--- src/rtl/tksd_pkg.sv ---
// Package of types and constants shared by the terminal key sequence decoder.
package tksd_pkg;

    // Decoder mode: plain bytes, after ESC, inside a CSI sequence.
    typedef enum logic [1:0] {
        MODE_NORMAL = 2'd0,
        MODE_ESC    = 2'd1,
        MODE_CSI    = 2'd2
    } mode_t;

    // Decoder state carried from one byte to the next.
    typedef struct packed {
        mode_t       mode;
        logic [7:0]  first_param;
        logic [3:0]  param_cnt;
        logic [20:0] accum;
        logic [1:0]  cont_left;
    } tksd_state_t;

    // Received byte values of interest.
    localparam logic [7:0] KEY_ESC     = 8'h1B;
    localparam logic [7:0] KEY_DEL     = 8'h7F;
    localparam logic [7:0] CH_LBRACKET = 8'h5B;
    localparam logic [7:0] CH_TILDE    = 8'h7E;
    localparam logic [7:0] CH_SEMI     = 8'h3B;
    localparam logic [7:0] CH_ZERO     = 8'h30;
    localparam logic [7:0] CH_NINE     = 8'h39;
    localparam logic [7:0] CH_UP       = 8'h41;
    localparam logic [7:0] CH_DOWN     = 8'h42;
    localparam logic [7:0] CH_RIGHT    = 8'h43;
    localparam logic [7:0] CH_LEFT     = 8'h44;

    // Key codes produced for editing keys.
    localparam logic [20:0] KC_HOME  = 21'h01;
    localparam logic [20:0] KC_LEFT  = 21'h02;
    localparam logic [20:0] KC_END   = 21'h05;
    localparam logic [20:0] KC_RIGHT = 21'h06;
    localparam logic [20:0] KC_BKSP  = 21'h08;
    localparam logic [20:0] KC_DOWN  = 21'h0E;
    localparam logic [20:0] KC_UP    = 21'h10;

    // Largest Unicode code point.
    localparam logic [20:0] CODE_MAX = 21'h10FFFF;

    // Saturation limits of the CSI parameter collection.
    localparam logic [7:0] PARAM_MAX = 8'hFF;
    localparam logic [3:0] COUNT_MAX = 4'hF;

endpackage

--- src/rtl/tksd_step.sv ---
// Combinational next-state and key code logic for one received byte.
module tksd_step (
    input  logic [7:0]          rx_byte,
    input  tksd_pkg::tksd_state_t state_cur,
    output tksd_pkg::tksd_state_t state_nxt,
    output logic                emit,
    output logic [20:0]         key_code
);
    import tksd_pkg::*;

    logic        is_digit;
    logic        is_cont;
    logic        form_bad;
    logic [11:0] param_sum;
    logic [7:0]  param_sat;
    logic [3:0]  count_inc;
    logic [20:0] accum_shift;
    logic [1:0]  cont_dec;
    mode_t       mode_nxt;

    // Byte classes and the arithmetic used by several branches.
    always_comb begin
        is_digit    = (rx_byte inside {[CH_ZERO:CH_NINE]});
        is_cont     = (rx_byte[7:6] == 2'b10);
        param_sum   = {4'd0, state_cur.first_param} * 12'd10 + {8'd0, rx_byte[3:0]};
        param_sat   = (param_sum > 12'd255) ? PARAM_MAX : param_sum[7:0];
        count_inc   = (state_cur.param_cnt == COUNT_MAX) ? COUNT_MAX
                                                          : state_cur.param_cnt + 4'd1;
        accum_shift = {state_cur.accum[14:0], rx_byte[5:0]};
        cont_dec    = state_cur.cont_left - 2'd1;
        // Overlong, surrogate and out-of-range forms show on the second byte.
        form_bad    = 1'b0;
        if (state_cur.cont_left == 2'd3) begin
            form_bad = (state_cur.accum == 21'd0 && rx_byte < 8'h90) ||
                       (state_cur.accum == 21'd4 && rx_byte > 8'h8F);
        end else if (state_cur.cont_left == 2'd2 && state_cur.accum < 21'h10) begin
            form_bad = (state_cur.accum == 21'd0 && rx_byte < 8'hA0) ||
                       (state_cur.accum == 21'hD && rx_byte > 8'h9F);
        end
    end

    // Next mode.
    always_comb begin
        mode_nxt = state_cur.mode;
        case (state_cur.mode)
            MODE_NORMAL: begin
                if (rx_byte == KEY_ESC) begin
                    mode_nxt = MODE_ESC;
                end
            end
            MODE_ESC: begin
                mode_nxt = (rx_byte == CH_LBRACKET) ? MODE_CSI : MODE_NORMAL;
            end
            MODE_CSI: begin
                if (!is_digit && rx_byte != CH_SEMI) begin
                    mode_nxt = MODE_NORMAL;
                end
            end
            default: begin
                mode_nxt = MODE_NORMAL;
            end
        endcase
    end

    // Data state and key code.
    always_comb begin
        state_nxt.mode        = mode_nxt;
        state_nxt.first_param = state_cur.first_param;
        state_nxt.param_cnt   = state_cur.param_cnt;
        state_nxt.accum       = state_cur.accum;
        state_nxt.cont_left   = state_cur.cont_left;
        emit                  = 1'b0;
        key_code              = 21'd0;
        case (state_cur.mode)
            MODE_NORMAL: begin
                if (rx_byte == KEY_ESC) begin
                    state_nxt.accum     = 21'd0;
                    state_nxt.cont_left = 2'd0;
                end else if (rx_byte == KEY_DEL) begin
                    state_nxt.accum     = 21'd0;
                    state_nxt.cont_left = 2'd0;
                    emit                = 1'b1;
                    key_code            = KC_BKSP;
                end else if (state_cur.cont_left != 2'd0 && is_cont) begin
                    // Continuation byte of a code point under way.
                    if (form_bad) begin
                        state_nxt.accum     = 21'd0;
                        state_nxt.cont_left = 2'd0;
                    end else if (cont_dec == 2'd0) begin
                        state_nxt.accum     = 21'd0;
                        state_nxt.cont_left = 2'd0;
                        emit                = 1'b1;
                        key_code            = accum_shift;
                    end else begin
                        state_nxt.accum     = accum_shift;
                        state_nxt.cont_left = cont_dec;
                    end
                end else begin
                    // Start of a new code point; any partial one is dropped.
                    state_nxt.accum     = 21'd0;
                    state_nxt.cont_left = 2'd0;
                    if (!rx_byte[7]) begin
                        emit     = 1'b1;
                        key_code = {13'd0, rx_byte};
                    end else if (rx_byte inside {[8'hC2:8'hDF]}) begin
                        state_nxt.accum     = {16'd0, rx_byte[4:0]};
                        state_nxt.cont_left = 2'd1;
                    end else if (rx_byte inside {[8'hE0:8'hEF]}) begin
                        state_nxt.accum     = {17'd0, rx_byte[3:0]};
                        state_nxt.cont_left = 2'd2;
                    end else if (rx_byte inside {[8'hF0:8'hF4]}) begin
                        state_nxt.accum     = {18'd0, rx_byte[2:0]};
                        state_nxt.cont_left = 2'd3;
                    end
                end
            end
            MODE_ESC: begin
                if (rx_byte == CH_LBRACKET) begin
                    state_nxt.first_param = 8'd0;
                    state_nxt.param_cnt   = 4'd0;
                end
            end
            MODE_CSI: begin
                if (is_digit) begin
                    // Only the first parameter's digits are kept.
                    if (state_cur.param_cnt == 4'd0) begin
                        state_nxt.first_param = param_sat;
                    end
                end else begin
                    state_nxt.param_cnt = count_inc;
                    case (rx_byte)
                        CH_UP: begin
                            emit     = 1'b1;
                            key_code = KC_UP;
                        end
                        CH_DOWN: begin
                            emit     = 1'b1;
                            key_code = KC_DOWN;
                        end
                        CH_RIGHT: begin
                            emit     = 1'b1;
                            key_code = KC_RIGHT;
                        end
                        CH_LEFT: begin
                            emit     = 1'b1;
                            key_code = KC_LEFT;
                        end
                        CH_TILDE: begin
                            if (count_inc == 4'd1) begin
                                emit = 1'b1;
                                case (state_cur.first_param)
                                    8'd1:    key_code = KC_HOME;
                                    8'd3:    key_code = KC_BKSP;
                                    8'd4:    key_code = KC_END;
                                    8'd5:    key_code = KC_UP;
                                    8'd6:    key_code = KC_DOWN;
                                    default: emit     = 1'b0;
                                endcase
                            end
                        end
                        default: begin
                            emit = 1'b0;
                        end
                    endcase
                end
            end
            default: begin
                emit = 1'b0;
            end
        endcase
    end

endmodule

--- src/rtl/terminal_key_sequence_decoder_unit.sv ---
// Top level of the terminal key sequence decoder: input stage, state and result register.
// A byte waits in the input stage, and its key code then in the result register, which drives m_tvalid.
// Throughput: one byte per cycle while the output is not held back, as tksd_step updates the state combinationally.
// While a finished key code waits on the output, the input stage still takes one byte.
// Reset (aresetn low, synchronous) empties both stages and returns to normal mode
// with all parameter and code point state cleared.
module terminal_key_sequence_decoder_unit (
    input  logic        aclk,
    input  logic        aresetn,
    input  logic        s_tvalid,
    output logic        s_tready,
    input  logic [7:0]  s_tdata,   // [7:0] rx_byte
    output logic        m_tvalid,
    input  logic        m_tready,
    output logic [23:0] m_tdata    // [20:0] key_code, [23:21] zero
);
    import tksd_pkg::*;

    logic        in_valid_reg;
    logic        in_valid_next;
    logic [7:0]  in_byte_reg;
    tksd_state_t state_reg;
    tksd_state_t state_next;
    logic        m_valid_reg;
    logic        m_valid_next;
    logic [20:0] m_code_reg;
    logic        step_emit;
    logic [20:0] step_code;
    logic        advance;

    // The held byte moves on once the result register is free or being emptied.
    assign advance  = in_valid_reg && (!m_valid_reg || m_tready);
    assign s_tready = !in_valid_reg || advance;

    tksd_step u_step (
        .rx_byte   (in_byte_reg),
        .state_cur (state_reg),
        .state_nxt (state_next),
        .emit      (step_emit),
        .key_code  (step_code)
    );

    // Next values of the stage flags.
    always_comb begin
        if (s_tvalid && s_tready) begin
            in_valid_next = 1'b1;
        end else if (advance) begin
            in_valid_next = 1'b0;
        end else begin
            in_valid_next = in_valid_reg;
        end
        if (advance) begin
            m_valid_next = step_emit;
        end else begin
            m_valid_next = m_valid_reg && !m_tready;
        end
    end

    // Control and decoder state.
    always_ff @(posedge aclk) begin
        if (!aresetn) begin
            in_valid_reg <= 1'b0;
            m_valid_reg  <= 1'b0;
            state_reg    <= '{mode: MODE_NORMAL, first_param: 8'd0, param_cnt: 4'd0,
                              accum: 21'd0, cont_left: 2'd0};
        end else begin
            in_valid_reg <= in_valid_next;
            m_valid_reg  <= m_valid_next;
            if (advance) begin
                state_reg <= state_next;
            end
        end
    end

    // Payload registers.
    always_ff @(posedge aclk) begin
        if (s_tvalid && s_tready) begin
            in_byte_reg <= s_tdata;
        end
        if (advance && step_emit) begin
            m_code_reg <= step_code;
        end
    end

    assign m_tvalid = m_valid_reg;
    assign m_tdata  = {3'd0, m_code_reg};

`ifndef ASSERT_OFF
    // A held byte that cannot move on stays in place.
    a_in_hold: assert property (@(posedge aclk) disable iff (!aresetn)
        in_valid_reg && !advance |=> in_valid_reg && $stable(in_byte_reg))
        else $error("input stage lost or changed a held byte");

    // No code point is gathered without continuation bytes still due.
    a_accum_idle: assert property (@(posedge aclk) disable iff (!aresetn)
        state_reg.cont_left == 2'd0 |-> state_reg.accum == 21'd0)
        else $error("partial code point left with no continuation due");

    // Every key code lies within the Unicode range.
    a_code_range: assert property (@(posedge aclk) disable iff (!aresetn)
        m_valid_reg |-> m_code_reg <= CODE_MAX)
        else $error("key code beyond the Unicode range");

    // Back-pressure on the input only when both stages are occupied and stalled.
    a_ready_cause: assert property (@(posedge aclk) disable iff (!aresetn)
        !s_tready |-> in_valid_reg && m_valid_reg && !m_tready)
        else $error("input refused without both stages full");
`endif

endmodule

--- config.mk ---
export PLATFORM = sky130hd
export DESIGN_NAME = terminal_key_sequence_decoder_unit
export DESIGN_NICKNAME = d
export VERILOG_FILES = /design/src/rtl/tksd_pkg.sv /design/src/rtl/tksd_step.sv /design/src/rtl/terminal_key_sequence_decoder_unit.sv
export SDC_FILE = /design/constraint.sdc
export NUM_CORES = 1
export LEC_CHECK = 0
export BUFFER_PORTS_ARGS = -buffer_cell sky130_fd_sc_hd__buf_4
export CORE_ASPECT_RATIO = 0.6
export CORE_UTILIZATION = 30
export DETAILED_ROUTE_END_ITERATION = 12
export PLACE_DENSITY = 0.5
export SYNTH_ARGS = -nofsm -noshare
export SYNTH_HDL_FRONTEND = slang
export SYNTH_SLANG_ARGS = --single-unit
--- constraint.sdc ---
create_clock -name aclk -period 7.7 [get_ports aclk]
set_input_delay 0 -clock aclk [delete_from_list [all_inputs] [get_ports aclk]]
set_output_delay 0 -clock aclk [all_outputs]
set_load 0.02 [all_outputs]
==> summary.md <==
| Metric | Value |
|---|---|
| Area grow syn2layout | 20.0% |
| Number of nets at the end of the flow | between 400 and 500 |
| Die W | approximately 150 um |
| Htree depth | 3 |
| Hold violation total from the final report | 0 |
| Initial antenna violation count | 0 |
| Kind of critical path | register to register |
| Min-Delay Path Class | input port to register |
| Commonest cells after routing, fill and taps aside | 39 x dfxtp_1, 35 x buf_4, 29 x edfxtp_1 |
| P per Cell Area | 194 nW/um^2 |
| Number of flip-flops in the largest register | 37 |
| Sum of overflow across all layers after global routing | 0 |
| Cell area after placement | between 4000 and 5000 um^2 |
| Mapped Avg Cell Area | ~9.9 um^2 |
| Via count of the first global-routing pass | about 2800 |
| CTS clk-pin slew, worst paths | 0.06 ns |
| Maximum clock insertion buffer count | 2 |
| Number of max-cap violations | 0 |
| Peak ir drop on the vdd network | 0.109 mV |
| Largest delay contributor family on the critical path | adder cells |
| Most common cell after layout, fill and taps aside | dfxtp_1 |
| CTS root buffer | clkbuf_16 |
| Latest clock arrival within the worst-skew pair | 0.34 ns |
| Wire length of the first global-routing pass | between 15000 and 20000 um |
| Routed Antenna Nets | 0 |
| Post-detailed-placement half-perimeter wirelength | 7090 um |
| Biggest fanout along the worst timing path | 8 |
| Initial core utilization | 31.4% |
| Count of buffers from port buffering | 34 |
| Sequential area share after synthesis | a little over two fifths |
| Post-synthesis instance total | 393 |
| Cell at the slowest stage of the critical path | mux2i_1 |
| Post-layout minimum cycle time | ~3.2 ns |
| Final Skew | 0.00866 ns |
| Fraction of final layout cells with drive strength greater than 1 | roughly 14% |
| Peak Freq | 310 MHz |
| Floorplan core area | 12300 um^2 |
| Total GRT Usage | 15.2% |
| Global placer's final weighted congestion | 0.811 |
| Area enclosed by the die boundary | 13400 um^2 |
| Count of different cell masters after synthesis | 71 |
| Die height | 90.1 um |
| # DRC | 0 |
| Detailed-route vias per instance | ~5.2 |
| Resize count post-CTS | 0 |
| Largest net degree at the start of global routing | 26 |
| Crit start category | register |
| Count of endpoints failing setup in the final report | 0 |
| Top flip-flop cell by instance count after synthesis | dfxtp_1 |
| Critical path's largest stage delay | between 0.6 and 0.7 ns |
| Cells along the critical path | ha_1, ha_1, fa_1, xor2_1, nand3_1, nor4_1, mux2i_1, nand3b_1, a32o_1 |
| Clock buffers created by TritonCTS | 9 |
| I/O pin count | 38 |
| Routed wirelength normalized by instance count | 16.0 um |
| Share of synthesized flip-flops with an asynchronous set or reset | 0% |
| Rows | 31 |
| Final period utilization | 41.9% |
| TritonCTS clock tree | built |
| Leak pwr | 1.83 nW |
| Status | finished, final reports clean |
| Flop and latch count out of synthesis | between 60 and 70 |
| Number of buffers and inverters on the critical path | 0 |
| Initial DRC count | 231 |
| Category of the worst setup path capture point | register |
| Number of synthesized flops with an enable pin | 29 |
| Worst Max-Slew Pin Slew | 0.745 ns |
| Max-Slew Margin vs Limit | 50.0% |
| Max Transition Viols Final | 0 |
| Total negative setup slack | 0 ns |
| Arrival @ worst endpoint | 3.45 ns |
| Routed Wire Length | 9610 um |
| # diodes | 0 |
| First-pass iteration count of the detailed router | 4 |
| Most repeated library cell on the critical path | ha_1 |
| Summed area of non-filler cells in the final layout | 4650 um^2 |
| Setup repair after global routing missed its margin | false |
| Ys Warns | 0 |
| Via Count | approximately 3100 |
| Post-Synthesis Cell Area | 3880 um^2 |
| Critical Path RT | 7.93 ns |
| Fraction of the core area covered by cells at the end of the flow | 37.7% |
| Clock sink count | 68 |
| Total chip power | 0.000903 W |
stage by stage:
stage / worst slack [ns] / cells / hold WS [ns]
final: 4.48 / 600 / 0.0304
after global routing: 4.17 / 600 / 0.0465
after CTS: 4.47 / 600 / 0.0234
after detailed placement: 4.49 / 575 / 0.179
after global placement: 4.54 / 575 / 0.178
after floorplan: 4.29 / 395 / 0.0989
where the power goes:
| part | leakage (nW) | total [W] | switching, W | internal [W] |
|---|---|---|---|---|
| Combinational | 1.06 | 0.0000471 | 0.0000267 | 0.0000204 |
| Clock | 0.164 | 0.000462 | 0.000172 | 0.000290 |
| Sequential | 0.600 | 0.000394 | 0.0000117 | 0.000382 |
| Total | 1.83 | 0.000903 | 0.000211 | 0.000692 |
cell usage after synthesis (all sizes together), types with 4 or more instances:
cell    count  area share [%]
nand3b      5            0.97
nand3      15             2.1
a31oi       5            0.81
a22o       20             4.5
clkbuf      6            0.58
inv        15             1.5
o21ai      16             2.1
nor3b       4            0.77
buf        14             2.8
a31o        6             1.4
nand2      29             3.0
nor3       12             1.7
nor4        4            0.65
edfxtp     29              22
and2       26             4.2
xnor2       4            0.90
nor2b       6            0.97
a21oi      14             1.8
dfxtp      39              20
a21o        4            0.77
nor2       26             2.5
ha         25             8.1
a21boi      6             1.2
kinds of logic after synthesis:
| kind of cell | after synthesis | share of synthesized area, % |
|---|---|---|
| AOI/OAI and AO/OA | 102 | 19.7 |
| muxes | 2 | 0.516 |
| xor gates and xnor gates | 7 | 1.58 |
| and+or+nand+nor | 151 | 21.6 |
| DFF | 68 | 42.6 |
| buffers and inverters | 35 | 4.84 |
| adders and majority gates | 27 | 9.10 |
| other | 1 | 0.0967 |
worst register-to-register path, delay by kind of cell (launching register included):
kind	cells	cell delay, ns
xor+xnor	1	0.28
mux	1	0.66
fa+ha+maj	3	0.96
flops	1	0.49
simple gates	3	0.49
compound gates	1	0.24
path summary, 6_finish.rpt:
kind	start	to	slack (ns)	cells past startpoint
worst max-delay path	state_reg[28]	state_reg[29]	4.48	9
worst min-delay path	aresetn	state_reg[0]	0.03	3
worst max register to register	state_reg[28]	state_reg[29]	4.48	9
worst min register to register	state_reg[20]	state_reg[20]	0.48	1
what timing repair did:
item                                    4_1_cts  5_1_grt
endpoints found under the setup margin        0        0
endpoints found under the hold margin         9        0
hold buffers                                  9        0
buffers inserted                              0        0
cell type report:
| cell class | count | area [um^2] |
|---|---|---|
| fill | 1253 | 7680 |
| multi-input combinational | 292 | 2050 |
| sequential | 68 | 1650 |
| timing repair buffer | 44 | 353 |
| clock buffer | 9 | 225 |
| tap | 165 | 206 |
| clock inverter | 7 | 109 |
| inverter | 15 | 56.3 |
layer usage:
layer / share of wire (%) / global-route usage, % / vias to the layer above
met5: 0 / 0 / -
met4: 0.78 / 3.32 / 0
met3: 4.9 / 3.81 / 9
met2: 34 / 17.6 / 99
met1: 60 / 25.9 / 1483
li1: - / - / 1541
No activity file was read; power rests on OpenSTA's default activity.
